==> src/rtl/search_text_normalizer_defines.svh <==
// Assertion macros shared by the search text normalizer RTL.
// Used by the modules that carry concurrent checks; no other dependencies.
`ifndef SEARCH_TEXT_NORMALIZER_DEFINES_SVH
`define SEARCH_TEXT_NORMALIZER_DEFINES_SVH
`ifndef SYNTH
// expr must hold at every clock edge outside reset
`define STN_ASSERT(lbl, expr) \
    lbl: assert property (@(posedge i_clk) disable iff (!i_rst_n) (expr)) \
        else $error("stn check failed");
// cond at one edge implies nxt at the following edge
`define STN_ASSERT_NEXT(lbl, cond, nxt) \
    lbl: assert property (@(posedge i_clk) disable iff (!i_rst_n) (cond) |=> (nxt)) \
        else $error("stn check failed");
`else
`define STN_ASSERT(lbl, expr)
`define STN_ASSERT_NEXT(lbl, cond, nxt)
`endif
`endif

==> src/rtl/stn_pkg.sv <==
// Shared types, constants and the accent decode table for the text normalizer.
// No dependencies.
`default_nettype none
package stn_pkg;

    localparam logic [1:0] CLS_OTHER  = 2'd0;
    localparam logic [1:0] CLS_LETTER = 2'd1;
    localparam logic [1:0] CLS_DIGIT  = 2'd2;

    localparam logic [7:0] CH_SPACE  = 8'h20;
    localparam logic [7:0] CH_HYPHEN = 8'h2D;
    localparam logic [7:0] CH_APOS   = 8'h27;

    // piece slots of one command word, in emission order
    localparam int PIECE_HELD  = 0;
    localparam int PIECE_SPACE = 1;
    localparam int PIECE_MAIN  = 2;
    localparam int NUM_PIECES  = 3;

    localparam int QUEUE_DEPTH = 4;
    localparam int QPTR_W      = $clog2(QUEUE_DEPTH);
    localparam int QCNT_W      = $clog2(QUEUE_DEPTH + 1);

    typedef struct packed {
        logic [7:0]            held_char;
        logic [7:0]            main_char;
        logic [NUM_PIECES-1:0] pieces;
        logic                  text_end;
    } t_cmd;

    // plain letter for an accented Latin-1 byte, zero for anything else
    function automatic logic [7:0] accent_char(input logic [7:0] b);
        logic [7:0] c;
        c = 8'h00;
        if (b[7:6] == 2'b11) begin
            case (b[5:0]) inside
                [6'h00:6'h06], [6'h20:6'h26]: c = 8'h61;
                6'h07, 6'h27:                 c = 8'h63;
                [6'h08:6'h0B], [6'h28:6'h2B]: c = 8'h65;
                [6'h0C:6'h0F], [6'h2C:6'h2F]: c = 8'h69;
                6'h10:                        c = 8'h64;
                6'h11, 6'h31:                 c = 8'h6E;
                [6'h12:6'h16], [6'h32:6'h36],
                6'h18, 6'h38:                 c = 8'h6F;
                [6'h19:6'h1C], [6'h39:6'h3C]: c = 8'h75;
                6'h1D, 6'h3D, 6'h3F:          c = 8'h79;
                default:                      c = 8'h00;
            endcase
        end
        return c;
    endfunction

endpackage
`default_nettype wire

==> src/rtl/stn_front.sv <==
// Front end: classifies each input byte, tracks lookahead state, builds command words.
// Depends on stn_pkg.
`default_nettype none
module stn_front (
    input  wire logic          i_clk,
    input  wire logic          i_rst_n,
    input  wire logic          i_accept,
    input  wire logic [7:0]    i_in_byte,
    input  wire logic          i_text_end,
    output stn_pkg::t_cmd      o_cmd,
    output logic               o_cmd_push
);

    logic       r_held_valid, n_held_valid;
    logic [7:0] r_held_byte, n_held_byte;
    logic [1:0] r_prior_class, n_prior_class;

    logic       is_ascii, is_letter, is_digit, is_mark, dbl_hyphen;
    logic [7:0] acc;
    logic [7:0] letter_char;
    logic [1:0] pc_eff;
    stn_pkg::t_cmd cmd;

    always_comb begin
        is_ascii = (i_in_byte >= 8'h41 && i_in_byte <= 8'h5A) ||
                   (i_in_byte >= 8'h61 && i_in_byte <= 8'h7A);
        acc         = stn_pkg::accent_char(i_in_byte);
        is_letter   = is_ascii || (acc != 8'h00);
        letter_char = is_ascii ? (i_in_byte | 8'h20) : acc;
        is_digit    = (i_in_byte >= 8'h30 && i_in_byte <= 8'h39);
        is_mark     = (i_in_byte == stn_pkg::CH_HYPHEN) || (i_in_byte == stn_pkg::CH_APOS);
        dbl_hyphen  = r_held_valid && (r_held_byte == stn_pkg::CH_HYPHEN) &&
                      (i_in_byte == stn_pkg::CH_HYPHEN);
        // a resolved held mark leaves the class at other
        pc_eff = r_held_valid ? stn_pkg::CLS_OTHER : r_prior_class;

        cmd.held_char = ((r_prior_class == stn_pkg::CLS_LETTER) && is_letter && !dbl_hyphen)
                        ? r_held_byte : stn_pkg::CH_SPACE;
        cmd.main_char = stn_pkg::CH_SPACE;
        cmd.pieces    = '0;
        cmd.pieces[stn_pkg::PIECE_HELD] = r_held_valid;
        cmd.text_end  = i_text_end;

        n_held_valid  = 1'b0;
        n_held_byte   = r_held_byte;
        n_prior_class = stn_pkg::CLS_OTHER;

        if (dbl_hyphen) begin
            n_prior_class = stn_pkg::CLS_OTHER;
        end else if (is_letter) begin
            cmd.pieces[stn_pkg::PIECE_SPACE] = (pc_eff == stn_pkg::CLS_DIGIT);
            cmd.pieces[stn_pkg::PIECE_MAIN]  = 1'b1;
            cmd.main_char = letter_char;
            n_prior_class = stn_pkg::CLS_LETTER;
        end else if (is_digit) begin
            cmd.pieces[stn_pkg::PIECE_SPACE] = (pc_eff == stn_pkg::CLS_LETTER);
            cmd.pieces[stn_pkg::PIECE_MAIN]  = 1'b1;
            cmd.main_char = i_in_byte;
            n_prior_class = stn_pkg::CLS_DIGIT;
        end else if (is_mark && !i_text_end) begin
            // hold for one byte of lookahead, class of the byte before stays
            n_held_valid  = 1'b1;
            n_held_byte   = i_in_byte;
            n_prior_class = pc_eff;
        end else begin
            cmd.pieces[stn_pkg::PIECE_MAIN] = 1'b1;
            n_prior_class = stn_pkg::CLS_OTHER;
        end

        if (i_text_end) begin
            n_held_valid  = 1'b0;
            n_held_byte   = 8'h00;
            n_prior_class = stn_pkg::CLS_OTHER;
        end
    end

    always_ff @(posedge i_clk) begin
        if (!i_rst_n) begin
            r_held_valid  <= 1'b0;
            r_held_byte   <= 8'h00;
            r_prior_class <= stn_pkg::CLS_OTHER;
        end else if (i_accept) begin
            r_held_valid  <= n_held_valid;
            r_held_byte   <= n_held_byte;
            r_prior_class <= n_prior_class;
        end
    end

    assign o_cmd      = cmd;
    assign o_cmd_push = i_accept && (cmd.pieces != '0);

endmodule
`default_nettype wire

==> src/rtl/stn_queue.sv <==
// Short command queue decoupling the front end from the output sequencer.
// Depends on stn_pkg and the assertion macros.
`default_nettype none
`include "search_text_normalizer_defines.svh"
module stn_queue (
    input  wire logic          i_clk,
    input  wire logic          i_rst_n,
    input  wire logic          i_push,
    input  wire stn_pkg::t_cmd i_cmd,
    input  wire logic          i_pop,
    output stn_pkg::t_cmd      o_head,
    output logic               o_full,
    output logic               o_empty
);

    stn_pkg::t_cmd r_mem [stn_pkg::QUEUE_DEPTH];
    logic [stn_pkg::QPTR_W-1:0] r_wr, r_rd;
    logic [stn_pkg::QCNT_W-1:0] r_count;

    assign o_full  = (r_count == stn_pkg::QCNT_W'(stn_pkg::QUEUE_DEPTH));
    assign o_empty = (r_count == '0);
    assign o_head  = r_mem[r_rd];

    always_ff @(posedge i_clk) begin
        if (i_push) begin
            r_mem[r_wr] <= i_cmd;
        end
    end

    always_ff @(posedge i_clk) begin
        if (!i_rst_n) begin
            r_wr    <= '0;
            r_rd    <= '0;
            r_count <= '0;
        end else begin
            if (i_push) begin
                r_wr <= r_wr + 1'b1;
            end
            if (i_pop) begin
                r_rd <= r_rd + 1'b1;
            end
            if (i_push && !i_pop) begin
                r_count <= r_count + 1'b1;
            end else if (i_pop && !i_push) begin
                r_count <= r_count - 1'b1;
            end
        end
    end

    `STN_ASSERT(a_q_no_overflow, !(i_push && o_full))
    `STN_ASSERT(a_q_no_underflow, !(i_pop && o_empty))
    `STN_ASSERT(a_q_ptr_track, r_wr == (r_rd + r_count[stn_pkg::QPTR_W-1:0]))

endmodule
`default_nettype wire

==> src/rtl/stn_back.sv <==
// Back end: walks the pieces of the head command word, one output byte per cycle while the consumer keeps popping.
// Depends on stn_pkg and the assertion macros.
`default_nettype none
`include "search_text_normalizer_defines.svh"
module stn_back (
    input  wire logic          i_clk,
    input  wire logic          i_rst_n,
    input  wire stn_pkg::t_cmd i_head,
    input  wire logic          i_q_empty,
    output logic               o_q_pop,
    input  wire logic          i_pop,
    output logic               o_empty,
    output logic [7:0]         o_out_byte,
    output logic               o_run_last,
    output logic               o_out_text_end
);

    logic [stn_pkg::NUM_PIECES-1:0] r_done, n_done;
    logic                           r_out_valid;
    logic [7:0]                     r_out_byte;
    logic                           r_run_last, r_out_end;

    logic [stn_pkg::NUM_PIECES-1:0] rem, pick;
    logic                           can_load, load, last;
    logic [7:0]                     sel_byte;

    always_comb begin
        rem  = i_head.pieces & ~r_done;
        pick = '0;
        if (rem[stn_pkg::PIECE_HELD]) begin
            pick[stn_pkg::PIECE_HELD] = 1'b1;
            sel_byte = i_head.held_char;
        end else if (rem[stn_pkg::PIECE_SPACE]) begin
            pick[stn_pkg::PIECE_SPACE] = 1'b1;
            sel_byte = stn_pkg::CH_SPACE;
        end else begin
            pick[stn_pkg::PIECE_MAIN] = 1'b1;
            sel_byte = i_head.main_char;
        end
        last     = ((rem & ~pick) == '0);
        can_load = !r_out_valid || i_pop;
        load     = can_load && !i_q_empty;
        n_done   = last ? '0 : (r_done | pick);
    end

    always_ff @(posedge i_clk) begin
        if (!i_rst_n) begin
            r_done      <= '0;
            r_out_valid <= 1'b0;
        end else begin
            if (load) begin
                r_done <= n_done;
            end
            if (can_load) begin
                r_out_valid <= !i_q_empty;
            end
        end
    end

    always_ff @(posedge i_clk) begin
        if (load) begin
            r_out_byte <= sel_byte;
            r_run_last <= last;
            r_out_end  <= last && i_head.text_end;
        end
    end

    assign o_q_pop        = load && last;
    assign o_empty        = !r_out_valid;
    assign o_out_byte     = r_out_byte;
    assign o_run_last     = r_run_last;
    assign o_out_text_end = r_out_end;

    `STN_ASSERT(a_bk_idle_clear, !i_q_empty || r_done == '0)
    `STN_ASSERT(a_bk_work_left, i_q_empty || rem != '0)
    `STN_ASSERT_NEXT(a_bk_end_is_last, load && last && i_head.text_end,
                     r_run_last && r_out_end)

endmodule
`default_nettype wire

==> src/rtl/search_text_normalizer.sv <==
// Search text normalizer: Latin-1 byte stream in, normalized index text out, one byte a word.
// A byte is accepted every cycle while full is low; a hyphen or apostrophe is held
// for one byte of lookahead. Each input yields zero to two output words, and the
// output side delivers one word per cycle from its output register while pop is high
// or the register is empty. A four-entry command queue between the classifier and
// the output sequencer lets either side stall alone, so new bytes can be taken while
// earlier ones are still queued. An output word passes the queue, then the output register.
// Depends on stn_pkg, stn_front, stn_queue, stn_back.
`default_nettype none
module search_text_normalizer (
    input  wire logic       i_clk,
    input  wire logic       i_rst_n,
    input  wire logic       push,
    output logic            full,
    input  wire logic [7:0] i_in_byte,
    input  wire logic       i_text_end,
    output logic            empty,
    input  wire logic       pop,
    output logic [7:0]      o_out_byte,
    output logic            o_run_last,
    output logic            o_out_text_end
);

    stn_pkg::t_cmd cmd, head;
    logic          accept, cmd_push, q_pop, q_full, q_empty;

    assign accept = push && !q_full;
    assign full   = q_full;

    stn_front u_front (
        .i_clk      (i_clk),
        .i_rst_n    (i_rst_n),
        .i_accept   (accept),
        .i_in_byte  (i_in_byte),
        .i_text_end (i_text_end),
        .o_cmd      (cmd),
        .o_cmd_push (cmd_push)
    );

    stn_queue u_queue (
        .i_clk   (i_clk),
        .i_rst_n (i_rst_n),
        .i_push  (cmd_push),
        .i_cmd   (cmd),
        .i_pop   (q_pop),
        .o_head  (head),
        .o_full  (q_full),
        .o_empty (q_empty)
    );

    stn_back u_back (
        .i_clk          (i_clk),
        .i_rst_n        (i_rst_n),
        .i_head         (head),
        .i_q_empty      (q_empty),
        .o_q_pop        (q_pop),
        .i_pop          (pop),
        .o_empty        (empty),
        .o_out_byte     (o_out_byte),
        .o_run_last     (o_run_last),
        .o_out_text_end (o_out_text_end)
    );

endmodule
`default_nettype wire
==> config.mk <==
export PLATFORM = sky130hd
export DESIGN_NAME = search_text_normalizer
export DESIGN_NICKNAME = d
export VERILOG_FILES = /design/src/rtl/stn_pkg.sv /design/src/rtl/stn_front.sv /design/src/rtl/stn_queue.sv /design/src/rtl/stn_back.sv /design/src/rtl/search_text_normalizer.sv
export VERILOG_INCLUDE_DIRS = /design/src /design/src/rtl
export SDC_FILE = /design/constraint.sdc
export NUM_CORES = 1
export LEC_CHECK = 0
export BUFFER_PORTS_ARGS = -buffer_cell sky130_fd_sc_hd__buf_2
export CAP_MARGIN = 20
export CORE_MARGIN = 4
export CORE_UTILIZATION = 61
export CTS_CLUSTER_DIAMETER = 150
export DETAILED_ROUTE_END_ITERATION = 10
export PLACE_DENSITY_LB_ADDON = 0.12
export SETUP_SLACK_MARGIN = 0.4
export SKIP_LAST_GASP = 1
export SLEW_MARGIN = 0
export SYNTH_ARGS = -nofsm -noshare
export SYNTH_HDL_FRONTEND = slang
export SYNTH_SLANG_ARGS = --single-unit
==> constraint.sdc <==
create_clock -name i_clk -period 3 [get_ports i_clk]
set_input_delay 0.45 -clock i_clk [delete_from_list [all_inputs] [get_ports i_clk]]
set_output_delay 0.45 -clock i_clk [all_outputs]
set_load 0.1 [all_outputs]
# After elaboration in Yosys (flattened, before gate mapping)
# Memories as Yosys holds them, arrays and structs flattened. A register that Yosys moved wholly into a read port is not among the register bits.
# Index checks and enable logic that the tools add are counted.
[classes] reduce_logical=51 n_lt_le_gt_ge=26 n_addsub=4 muxes=47 eq_ne=21 bitwise_logic=5
[ops] operator="2-to-1 mux 8 bit" n=19
[ops] operator="equality test 6 bit (second input constant)" n=5
[ops] operator="greater-or-equal comparator 6 bit (second input constant)" n=5
[ops] operator="less-or-equal comparator 6 bit (second input constant)" n=5
[ops] operator="logical AND 1 bit" n=25
[ops] operator="equality test 6 x 5 -> 1 bit (second input constant)" n=4
[ops] operator="equality test 8 x 6 -> 1 bit (second input constant)" n=3
[ops] operator="2-to-1 mux 10 bit" n=2
[ops] operator="2-to-1 mux 2 bit" n=9
[ops] operator="greater-or-equal comparator 8 x 7 -> 1 bit (second input constant)" n=2
[ops] operator="less-or-equal comparator 8 x 7 -> 1 bit (second input constant)" n=2
[ops] operator="2-to-1 mux 1 bit" n=13
[ops] operator="greater-or-equal comparator 6 x 4 -> 1 bit (second input constant)" n=2
[ops] operator="greater-or-equal comparator 6 x 5 -> 1 bit (second input constant)" n=2
[ops] operator="less-or-equal comparator 6 x 4 -> 1 bit (second input constant)" n=2
[ops] operator="less-or-equal comparator 6 x 5 -> 1 bit (second input constant)" n=2
[ops] operator="OR reduction 2 bit" n=6
[ops] operator="2-to-1 mux 3 bit" n=3
[ops] operator="greater-or-equal comparator 8 x 6 -> 1 bit (second input constant)" n=1
[ops] operator="less-or-equal comparator 8 x 6 -> 1 bit (second input constant)" n=1
[ops] operator="nonzero test 8 bit" n=1
[ops] operator="logical NOT 1 bit" n=7
[ops] operator="2-to-1 mux 7 bit" n=1
[ops] operator="bitwise AND 3 bit" n=2
[ops] operator="other kinds (19)" n=30
[word_totals] mem_count=1 ramBits=80 wordCells=166 in_bits=13 register_bits=32
[mem_list] name="u_queue.r_mem" depth=4 width=20 rd=1 rd_clocked_by_memory_dff=1 write_ports=1 line="stn_queue.sv:16" rtl="stn_pkg::t_cmd r_mem [stn_pkg::QUEUE_DEPTH];"

# Logic depth before layout (Yosys ltp)
# Gate-level depths: netlist of run 1.
[depth] word_depth=22 ltp_mapped=12 ltp_nobuf=11

# Cells and area by module
# A second synthesis of run 1 with hierarchy kept.
[unflattened] cells_unflattened=317 area_unflattened_um2=4957.3
[by_module_without_submodules] module="stn_queue" seq_area_each_um2=2582.5 instances=1 cells_per_inst=147 area_each_um2=3330.7
[by_module_without_submodules] module="stn_front" seq_area_each_um2=220.2 instances=1 cells_per_inst=115 area_each_um2=942.2
[by_module_without_submodules] module="stn_back" seq_area_each_um2=380.4 instances=1 cells_per_inst=54 area_each_um2=670.6
[by_module_without_submodules] module="search_text_normalizer" seq_area_each_um2=0.0 instances=1 cells_per_inst=1 area_each_um2=13.8

# Worst setup path before layout of run 1
# OpenSTA, ideal clock, no wires.
[synth_path] path_kind="register to register" from="reg u_queue.r_count[0] in the netlist's numbering" to="reg u_queue.r_count[2] in the netlist's numbering" setup_slack_ps=-1194 stages_incl_launch_ff=10 arrival_time_ps=4118 setup_ps=76 path_cell_list="dfxtp_1 > nor3b_1 > nand2b_1 > a41oi_2 > ha_1 > inv_1 > fa_1 > xor2_1 > or3_1 > a21boi_0"
[synth_between] elab_chain_cells=7 word_cells_on_any_way=17
[synth_rtl] item="start: declaration" line="stn_queue.sv:18" rtl="logic [stn_pkg::QCNT_W-1:0] r_count;"
[synth_rtl] item="start signal: assignment" line="stn_queue.sv:43" rtl="r_count <= r_count + 1'b1;"
[synth_rtl] item="start signal: assignment" line="stn_queue.sv:45" rtl="r_count <= r_count - 1'b1;"
[synth_rtl] item="equality test 3 bit *" line="stn_queue.sv:20" rtl="assign o_full = (r_count == stn_pkg::QCNT_W'(stn_pkg::QUEUE_DEPTH));"
[synth_rtl] item="via full" line="search_text_normalizer.sv:14" rtl="output logic full,"
[synth_rtl] item="logical NOT 1 bit *" line="search_text_normalizer.sv:27" rtl="assign accept = push && !q_full;"
[synth_rtl] item="logical AND 1 bit *" line="search_text_normalizer.sv:27"
[synth_rtl] item="logical AND 1 bit *" line="stn_front.sv:90" rtl="assign o_cmd_push = i_accept && (cmd.pieces != '0);"
[synth_rtl] item="via cmd_push" line="search_text_normalizer.sv:25" rtl="logic accept, cmd_push, q_pop, q_full, q_empty;"
[synth_rtl] item="logical NOT 1 bit" line="stn_queue.sv:44" rtl="end else if (i_pop && !i_push) begin"
[synth_rtl] item="logical AND 1 bit" line="stn_queue.sv:44"
[synth_rtl] item="nonzero test 2 bit (no source line)"
# The timed path passes the listed nets; every way through them passes the cells marked *. The select of a mux whose other input is x is not followed.
# A chain may end at the register's enable or synchronous reset.

==> impl_metrics.py, run 1 <==
metrics = {
    "placement": {
        "gp_congestion": 0.904,
        "io_buffers": 24,
        "post-place-ws_ps": 198,
        "hpwl_um": 6360,
    },
    "clock_tree": {
        "htreeDepth": 4,
        "cts.sinks": 114,
        "cts-root-buf": "clkbuf_8",
        "hold_buffers": 0,
        "cts_tree": "done",
        "cts_buffers": 17,
        "clk_latency_ps": 500,
        "clock_path_buffers": 2,
        "clk_pin_slew_worst_paths_ps": 60,
    },
    "cells_and_area": {
        "layout_common_cells": "edfxtp_1, buf_2, inv_1",
        "final_common_cell": "edfxtp_1",
        "fillers": 456,
        "area_delta_synth_final_pct": 19.6,
        "fin_nets": 416,
        "drive_gt1_share_pct": 26.6,
        "n_antenna_cell": 0,
    },
    "synth": {
        "ys.flop_type": "edfxtp_1",
        "ys_seq_elements": 114,
        "synth-edff-count": 90,
        "async_flop_share_pct": 0,
        "seq_area_frac_synth_pct": 64.3,
        "syn_area_um2": 4950,
        "ys_types": 61,
        "ys_warn_count": 0,
        "synth_cells": 348,
        "avgSynthCellArea_um2": 14.2,
    },
    "grt": {
        "grt_pass1_wl_um": 17500,
        "overflow": 0,
        "grt_start_max_net_pins": 22,
        "track_usage_pct": 24.0,
        "grt_antenna_before_repair": 0,
        "grt_pass1_vias": 3251,
    },
    "worst_setup_path": {
        "crit_buf_inv": 2,
        "crit_path_end_kind": "flop",
        "crit_chain": "mux4_2, nor2b_4, maj3_2, nor2_4, inv_1, ha_2, inv_2, fa_2, xor2_1, or3_1, a21boi_1",
        "crit_slowest_cell": "mux4_2",
        "critPathMaxStageDelay_ps": 500,
        "arrival_ps": 3020,
        "worstPathMaxFanout": 6,
        "cp-start-kind": "flop",
        "crit_type": "reg2reg",
        "cpLargestDelayFamily": "adder cells",
        "worstPathRequired_ps": 3430,
    },
    "timing": {
        "fin_tns_setup_ps": 0,
        "setup_viol": 0,
        "rsz0062_at_grt": "true",
        "relSlewSlack_pct": 47.5,
        "fin_crit_sh_pct": 86.2,
        "report.final.slew_viol_count": 0,
        "fmax_ghz": 0.387,
        "finalHoldViolations": 0,
        "tightest_slew_ps": 778,
        "worst_slack_ps": 414,
        "finClkSkew_ps": 9.54,
        "min_period_ps": 2590,
    },
    "detailed_routing": {
        "ant_nets": 0,
        "drt-initial-drc-count": 285,
        "num_vias": 3159,
        "routed_wl_um": 11000,
        "wl_per_cell_um": 21.4,
        "viasPerCell": 6.17,
        "route.met3.wl_um": 757,
        "remaining_drc_errors": 0,
        "wl_met1_um": 4390,
        "first_pass_iters": 7,
        "highest_layer": "met4",
        "dr_wl_met2_um": 5530,
    },
    "floorplan": {
        "die_x_um": 98.1,
        "ios": 25,
        "rows": 32,
        "coreArea_um2": 7810,
        "start_util_pct": 63.4,
        "fp.dieArea_um2": 9610,
        "die_height_um": 98.1,
    },
    "worst_hold_path": {
        "min_path_type": "in2reg",
    },
    "power_and_ir_drop": {
        "ir_worst_vdd_v": 0.000493,
        "leakagePower_uw": 0.00213,
        "powerDensity_nw_per_um2": 1030,
    },
    "status": {
        "outcome": "finished clean",
    },
    "flow_run": {
        "maxCapViolations": 0,
    },
}
[layout make-up]
| type | instances | area, um^2 | area share (%) |
|---|---|---|---|
| Multi-Input combinational cell | 202 | 1690 | 28.6 |
| Tap cell | 102 | 128 | 2.16 |
| Sequential cell | 114 | 3200 | 54.0 |
| Inverter | 22 | 82.6 | 1.40 |
| Clock buffer | 18 | 418 | 7.06 |
| Clock inverter | 14 | 163 | 2.75 |
| Timing Repair Buffer | 40 | 240 | 4.06 |
[worst register-to-register path: stages (launching register included)]
cell,delay [ps]
dfxtp_4,380
mux4_2,500
nor2b_4,150
maj3_2,340
nor2_4,140
inv_1,60
ha_2,190
inv_2,50
fa_2,180
xor2_1,70
or3_1,310
a21boi_1,150
[layer usage]
metal / up-vias / GRT usage, %
met2: 152 / 39.5
met4: 0 / 8.09
li1: 1434 / -
met1: 1549 / 31.3
met3: 24 / 6.36
met5: - / 0
[stage by stage]
step	total power, uW	cell area [um^2]	utilization [%]	hold WS [ps]	instances
global route	6380	5920	75.8	257	512
global placement	3970	5270	67.5	426	475
floorplan	3640	5010	-	417	354
CTS	6080	5880	75.4	241	508
finish	6120	5920	75.8	254	512
detailed placement	4030	5270	67.5	449	475
[worst paths after layout]
path,from,end,slack (ps),depth (start not counted)
worst max-delay path,flop,u_queue.r_count[2],410,11
worst min register to register,u_back.r_done[2],u_back.r_done[2],470,2
worst min-delay path,i_text_end,u_queue.r_mem[0][0],250,1
worst max register to register,flop,u_queue.r_count[2],410,11
[logic make-up (layout without fill, tap and decap cells)]
kind of cell	count (synthesis)	after routing	synth area share, %
flops	114	114	64.3
simple gates	90	90	11.0
compound gates	71	71	10.0
buf+inv	38	94	3.09
mux	22	22	8.83
fa+ha+maj	7	7	1.90
xor+xnor	4	4	0.708
other cells	2	8	0.152
[report_power, final]
group	total [uW]	switching, uW	internal (uW)
Clock	1970	705	1260
Combinational	1990	1340	652
Sequential	2160	135	2030
[synth_stat cells (all sizes together) (3+ instances only)]
master	number	area share, %
nor4	5	0.63
dfxtp	24	9.7
a22o	8	1.4
o21a	4	0.61
inv	22	1.7
nand2b	3	0.38
clkbuf	11	0.83
a21oi	10	1.0
a211oi	3	0.46
and3	4	0.51
buf	5	0.58
a21boi	7	1.1
edfxtp	90	55
ha	5	1.3
o21ai	15	1.5
nor2	7	0.53
and2	15	1.9
mux2i	5	1.0
or3	4	0.51
nand3b	3	0.46
nand3	3	0.30
nor3b	5	0.76
o22ai	5	0.63
nor2b	10	1.6
nand2	16	1.2
nor3	4	0.40
mux4	17	7.8
[repair_timing]
item	CTS	global route
buffers inserted	1	4
pin swaps	1	4
gates resized for setup	8	2
setup endpoints to repair	2	2
[registers in the layout, indices dropped and copies added (netlist names), named ones only]
name                   flops
u_back.o_run_last          1
u_back.r_out_valid         1
u_front.r_held_byte        8
u_queue.r_count            3
u_back.o_out_text_end      1
u_back.o_out_byte          8
u_queue.r_wr               2
u_back.r_done              3
u_queue.r_rd               2
u_front.r_held_valid       1
u_front.r_prior_class      2
u_queue.r_mem             80
Note: power is estimated with default switching activity, not from simulation.
==> run 2, diff against run 1 <==
SETUP_SLACK_MARGIN = 0.5   (was 0.4)
==> run 2 against run 1 <==
  * Register-to-register slack improved by 40 ps
  * Via count increased by 1.3%
  * Setup slack improved by 41 ps
  * Critical path type unchanged
==> impl_metrics.py, run 2 (same netlist as run 1, synthesis figures left out) <==
metrics = {
    "status": {
        "outcome": "finished clean",
    },
    "detailed_routing": {
        "viasPerCell": 6.25,
        "drt-initial-drc-count": 250,
        "wl_per_cell_um": 21.8,
        "routed_wl_um": 11200,
        "ant_nets": 0,
        "num_vias": 3199,
        "remaining_drc_errors": 0,
        "first_pass_iters": 6,
    },
    "worst_setup_path": {
        "arrival_ps": 2980,
        "crit_type": "reg2reg",
        "worstPathRequired_ps": 3440,
        "cp-start-kind": "flop",
        "crit_path_end_kind": "flop",
        "worstPathMaxFanout": 5,
    },
    "floorplan": {
        "fp.dieArea_um2": 9610,
        "start_util_pct": 63.4,
        "ios": 25,
        "coreArea_um2": 7810,
        "die_x_um": 98.1,
        "rows": 32,
        "die_height_um": 98.1,
    },
    "cells_and_area": {
        "drive_gt1_share_pct": 26.8,
        "largest_register_ffs": 80,
        "layout_common_cells": "edfxtp_1, buf_2, inv_1, dfxtp_1",
        "area_delta_synth_final_pct": 19.8,
        "regMostFlops": "u_queue.r_mem",
        "fin_nets": 416,
        "n_antenna_cell": 0,
        "final_common_cell": "edfxtp_1",
        "final_util_pct": 75.9,
    },
    "timing": {
        "rsz0062_at_grt": "true",
        "setup_viol": 0,
        "min_period_ps": 2540,
        "report.final.slew_viol_count": 0,
        "fmax_ghz": 0.393,
        "fin_tns_setup_ps": 0,
        "relSlewSlack_pct": 46.7,
        "tightest_slew_ps": 789,
        "whs_ps": 250,
        "finClkSkew_ps": 10.9,
        "fin_crit_sh_pct": 84.8,
        "finalHoldViolations": 0,
    },
    "placement": {
        "hpwl_um": 6360,
        "gp_congestion": 0.904,
        "io_buffers": 24,
    },
    "grt": {
        "track_usage_pct": 24.7,
        "grt_start_max_net_pins": 22,
        "grt_pass1_wl_um": 17800,
        "grt_use_met2_pct": 41.3,
        "met1_usage_pct": 31.0,
        "grt_antenna_before_repair": 0,
        "busiest_layer": "met2",
        "overflow": 0,
        "grt_util_met3_pct": 6.43,
        "grt_pass1_vias": 3285,
    },
    "clock_tree": {
        "cts_buffers": 17,
        "htreeDepth": 4,
        "clk_pin_slew_worst_paths_ps": 60,
        "hold_buffers": 0,
        "cts-root-buf": "clkbuf_8",
        "cts_tree": "done",
        "cts.sinks": 114,
        "clock_path_buffers": 2,
        "clk_latency_ps": 510,
    },
    "flow_run": {
        "maxCapViolations": 0,
    },
    "power_and_ir_drop": {
        "leakagePower_uw": 0.00213,
        "powerDensity_nw_per_um2": 1040,
        "ir_worst_vdd_v": 0.000498,
    },
    "worst_hold_path": {
        "min_path_type": "in2reg",
    },
}
==> run 2: final cells by class <==
class / instances / area [um^2]
timing repair buffer: 40 / 240
sequential: 114 / 3200
clock buffer: 18 / 418
clock inverter: 14 / 163
inverter: 22 / 82.6
fill: 454 / 1880
multi-input combinational: 202 / 1700
tap: 102 / 128
==> run 2: per-layer routing <==
layer	routed length (um)	part of all wire, %
met5	0	0
met4	259	2.3
met3	708	6.3
met2	5680	51
met1	4510	40
==> run 2: what timing repair did <==
action                                  in CTS  in global routing
gates resized for setup                      9                  3
buffers inserted                             4                  1
pin swaps                                    1                  1
endpoints found under the setup margin       3                  2
==> run 2: final timing paths <==
path	end	from	cells after the start	slack, ps
max	u_queue.r_count[2]	flop	11	460
min	u_queue.r_mem[3][0]	i_text_end	1	250
max reg2reg	u_queue.r_count[2]	flop	11	460
min reg2reg	u_back.r_done[2]	u_back.r_done[2]	2	460
==> run 2: worst max-delay path, cell delays in order, from the launching register on <==
cell and delay [ps]:
dfxtp_4 370, mux4_2 500, nor2b_4 150, maj3_2 330, nor2_4 120, inv_2 60
ha_4 160, inv_2 50, fa_2 190, xor2_1 80, or3_1 330, a21boi_1 130
==> run 2: report_power, final <==
part	leakage (uW)	internal (uW)	switching, uW
clock	0.000277	1260	722
combinational	0.000812	666	1350
sequential	0.00104	2030	134
==> run 2: through the flow <==
stage	setup slack, ps	instance area, um^2	instances	power, uW
after global routing	344	5930	512	6410
after floorplan	385	5010	354	3640
after global placement	290	5270	475	3970
after CTS	461	5910	511	6110
final	455	5930	512	6160
after detailed placement	198	5270	475	4030
==> run 3, diff against run 2 <==
clock period = 2.5 ns   (was 3 ns; I/O delays follow)
==> run 3 against run 2 <==
  * Wire length shrank 1.5%
  * Non-clock buffer count up 18
  * Critical path depth grew 1
  * Clock power grew 16%
  * Hold slack worse by 18 ps
  * Total power increased by 21%
  * Flip-flop and latch count did not move
  * Clock skew is 3.3 ps lower
  * Via count grew 0.31%
  * Global-route usage is 1.1 points lower
  * Sequential power up 19%
  * Utilization rose by 3.3 points
  * Highest routed layer unchanged
==> impl_metrics.py, run 3 (same netlist as run 1, synthesis figures left out) <==
metrics = {
    "worst_setup_path": {
        "reg2reg_slack_ps": 10,
        "worstPathRequired_ps": 2930,
        "crit_type": "reg2reg",
        "crit_path_end_kind": "flop",
        "worstRegToRegCells": 12,
        "endpoint": "u_queue.r_count[2]",
        "cp-start-kind": "flop",
        "worstPathMaxFanout": 3,
        "arrival_ps": 2920,
        "r2r_end": "u_queue.r_count[2]",
    },
    "grt": {
        "grt_util_met3_pct": 5.64,
        "met1_usage_pct": 30.5,
        "track_usage_pct": 23.6,
        "grt_pass1_wl_um": 17300,
        "grt_use_met2_pct": 39.2,
        "grt_antenna_before_repair": 0,
        "busiest_layer": "met2",
        "grt_pass1_vias": 3329,
        "overflow": 0,
        "grt_start_max_net_pins": 23,
    },
    "power_and_ir_drop": {
        "p_switching_uw": 2600,
        "clockPowerShare_pct": 30.8,
        "powerDensity_nw_per_um2": 1210,
        "leakagePower_uw": 0.00226,
        "p_comb_share_pct": 34.8,
        "p_sw_share_pct": 34.8,
        "seq_power_share_pct": 34.4,
        "ir_worst_vdd_v": 0.000632,
        "power.internal_uw": 4870,
    },
    "placement": {
        "hpwl_um": 6220,
        "gp_congestion": 0.884,
        "post-place-ws_ps": -120,
        "io_buffers": 24,
    },
    "floorplan": {
        "start_util_pct": 63.4,
        "die_x_um": 98.1,
        "die_height_um": 98.1,
        "ios": 25,
        "coreArea_um2": 7810,
        "rows": 32,
        "fp.dieArea_um2": 9610,
    },
    "flow_run": {
        "maxCapViolations": 0,
    },
    "cells_and_area": {
        "layout_common_cells": "edfxtp_1, buf_4, buf_2",
        "regMostFlops": "u_queue.r_mem",
        "final_common_cell": "edfxtp_1",
        "largest_register_ffs": 80,
        "final_util_pct": 79.2,
        "drive_gt1_share_pct": 34.1,
        "fin_nets": 434,
        "fillers": 418,
        "n_antenna_cell": 0,
        "area_delta_synth_final_pct": 25.0,
    },
    "timing": {
        "report.final.slew_viol_count": 0,
        "tightest_slew_ps": 485,
        "relSlewSlack_pct": 67.3,
        "fmax_ghz": 0.402,
        "setup_viol": 0,
        "rsz0062_at_grt": "true",
        "min_period_ps": 2490,
        "finalHoldViolations": 0,
        "finClkSkew_ps": 7.68,
        "fin_crit_sh_pct": 99.4,
        "worst_slack_ps": 14.0,
    },
    "clock_tree": {
        "htreeDepth": 4,
        "cts.sinks": 114,
        "clk_pin_slew_worst_paths_ps": 50,
        "clock_path_buffers": 2,
        "clk_latency_ps": 500,
        "cts-root-buf": "clkbuf_8",
        "cts_buffers": 17,
        "cts_tree": "done",
    },
    "worst_hold_path": {
        "min_path_type": "in2reg",
        "worstHoldStart": "i_text_end",
    },
    "detailed_routing": {
        "wl_per_cell_um": 20.7,
        "viasPerCell": 6.05,
        "routed_wl_um": 11000,
        "ant_nets": 0,
        "num_vias": 3209,
        "remaining_drc_errors": 0,
        "first_pass_iters": 5,
        "drt-initial-drc-count": 245,
    },
    "status": {
        "outcome": "finished clean",
    },
}
[run 3: changes by cell type in the layout (fill, tap and decap cells not counted), moves of 3 or more]
cell      change
clkbuf_8      +4
buf_12        +4
buf_4        +13
and2_4        +7
dfxtp_1       -3
and2_1       -11
and2_2        +4
a21boi_2      +3
[run 3: repair_timing]
| item | in CTS | in global routing |
|---|---|---|
| hold buffers | 0 | 0 |
| hold endpoints to repair | 0 | 0 |
| pin swaps | 15 | 5 |
| setup endpoints to repair | 42 | 53 |
| buffers inserted | 6 | 3 |
| gates resized for setup | 23 | 11 |
[run 3: worst max-delay path, stage by stage, from the launching register on]
cell      delay [ps]
dfxtp_4          350
buf_4            140
or2_2            290
o22ai_2          190
maj3_2           260
nor2_4            50
inv_2             60
ha_4             120
inv_2             30
fa_2             330
xor2_1           160
or3_1            320
a21boi_1         120
[run 3: how the worst min path moves through the flow]
stage                              to  cells after the start  slack (ps)
6_report          u_queue.r_mem[1][0]                      1         230
5_1_grt           u_queue.r_mem[2][0]                      1         210
4_1_cts           u_queue.r_mem[1][0]                      1         200
3_5_place_dp   u_front.r_held_byte[6]                      2         440
3_3_place_gp   u_front.r_held_byte[6]                      2         430
2_1_floorplan  u_front.r_held_byte[6]                      2         420
[run 3: per-stage QoR]
| stage | power [uW] | hold slack [ps] | TNS (ps) | instance area [um^2] | std cells |
|---|---|---|---|---|---|
| final | 7470 | 232 | 0 | 6180 | 530 |
| after global routing | 7800 | 210 | -159 | 6180 | 530 |
| after detailed placement | 4990 | 435 | -222 | 5440 | 489 |
| after floorplan | 4390 | 417 | -187 | 5030 | 354 |
| after global placement | 4920 | 427 | -99.8 | 5440 | 489 |
| after CTS | 7400 | 203 | 0 | 6130 | 527 |
[run 3: cell type report]
class	count	area, um^2	area share (%)
Sequential cell	114	3200	51.8
Multi-Input combinational cell	202	1750	28.4
Clock buffer	22	473	7.65
Timing Repair Buffer	58	432	6.98
Tap cell	102	128	2.06
Clock inverter	10	108	1.74
Inverter	22	87.6	1.42
[run 3: power groups by stage]
| stage | sequential [uW] | combinational [uW] | clock, uW |
|---|---|---|---|
| 2_1_floorplan | 3170 | 1220 | 0 |
| 3_3_place_gp | 2570 | 2350 | 0 |
| 3_5_place_dp | 2590 | 2400 | 0 |
| 4_1_cts | 2560 | 2530 | 2310 |
| 5_1_grt | 2590 | 2790 | 2420 |
| 6_report | 2570 | 2600 | 2300 |
[run 3: metal layers]
metal	vias to the layer above	wire length [um]	share of wire, %
met4	0	191	1.7
met5	-	0	0
li1	1468	-	-
met1	1587	4520	41
met2	135	5630	51
met3	19	654	5.9
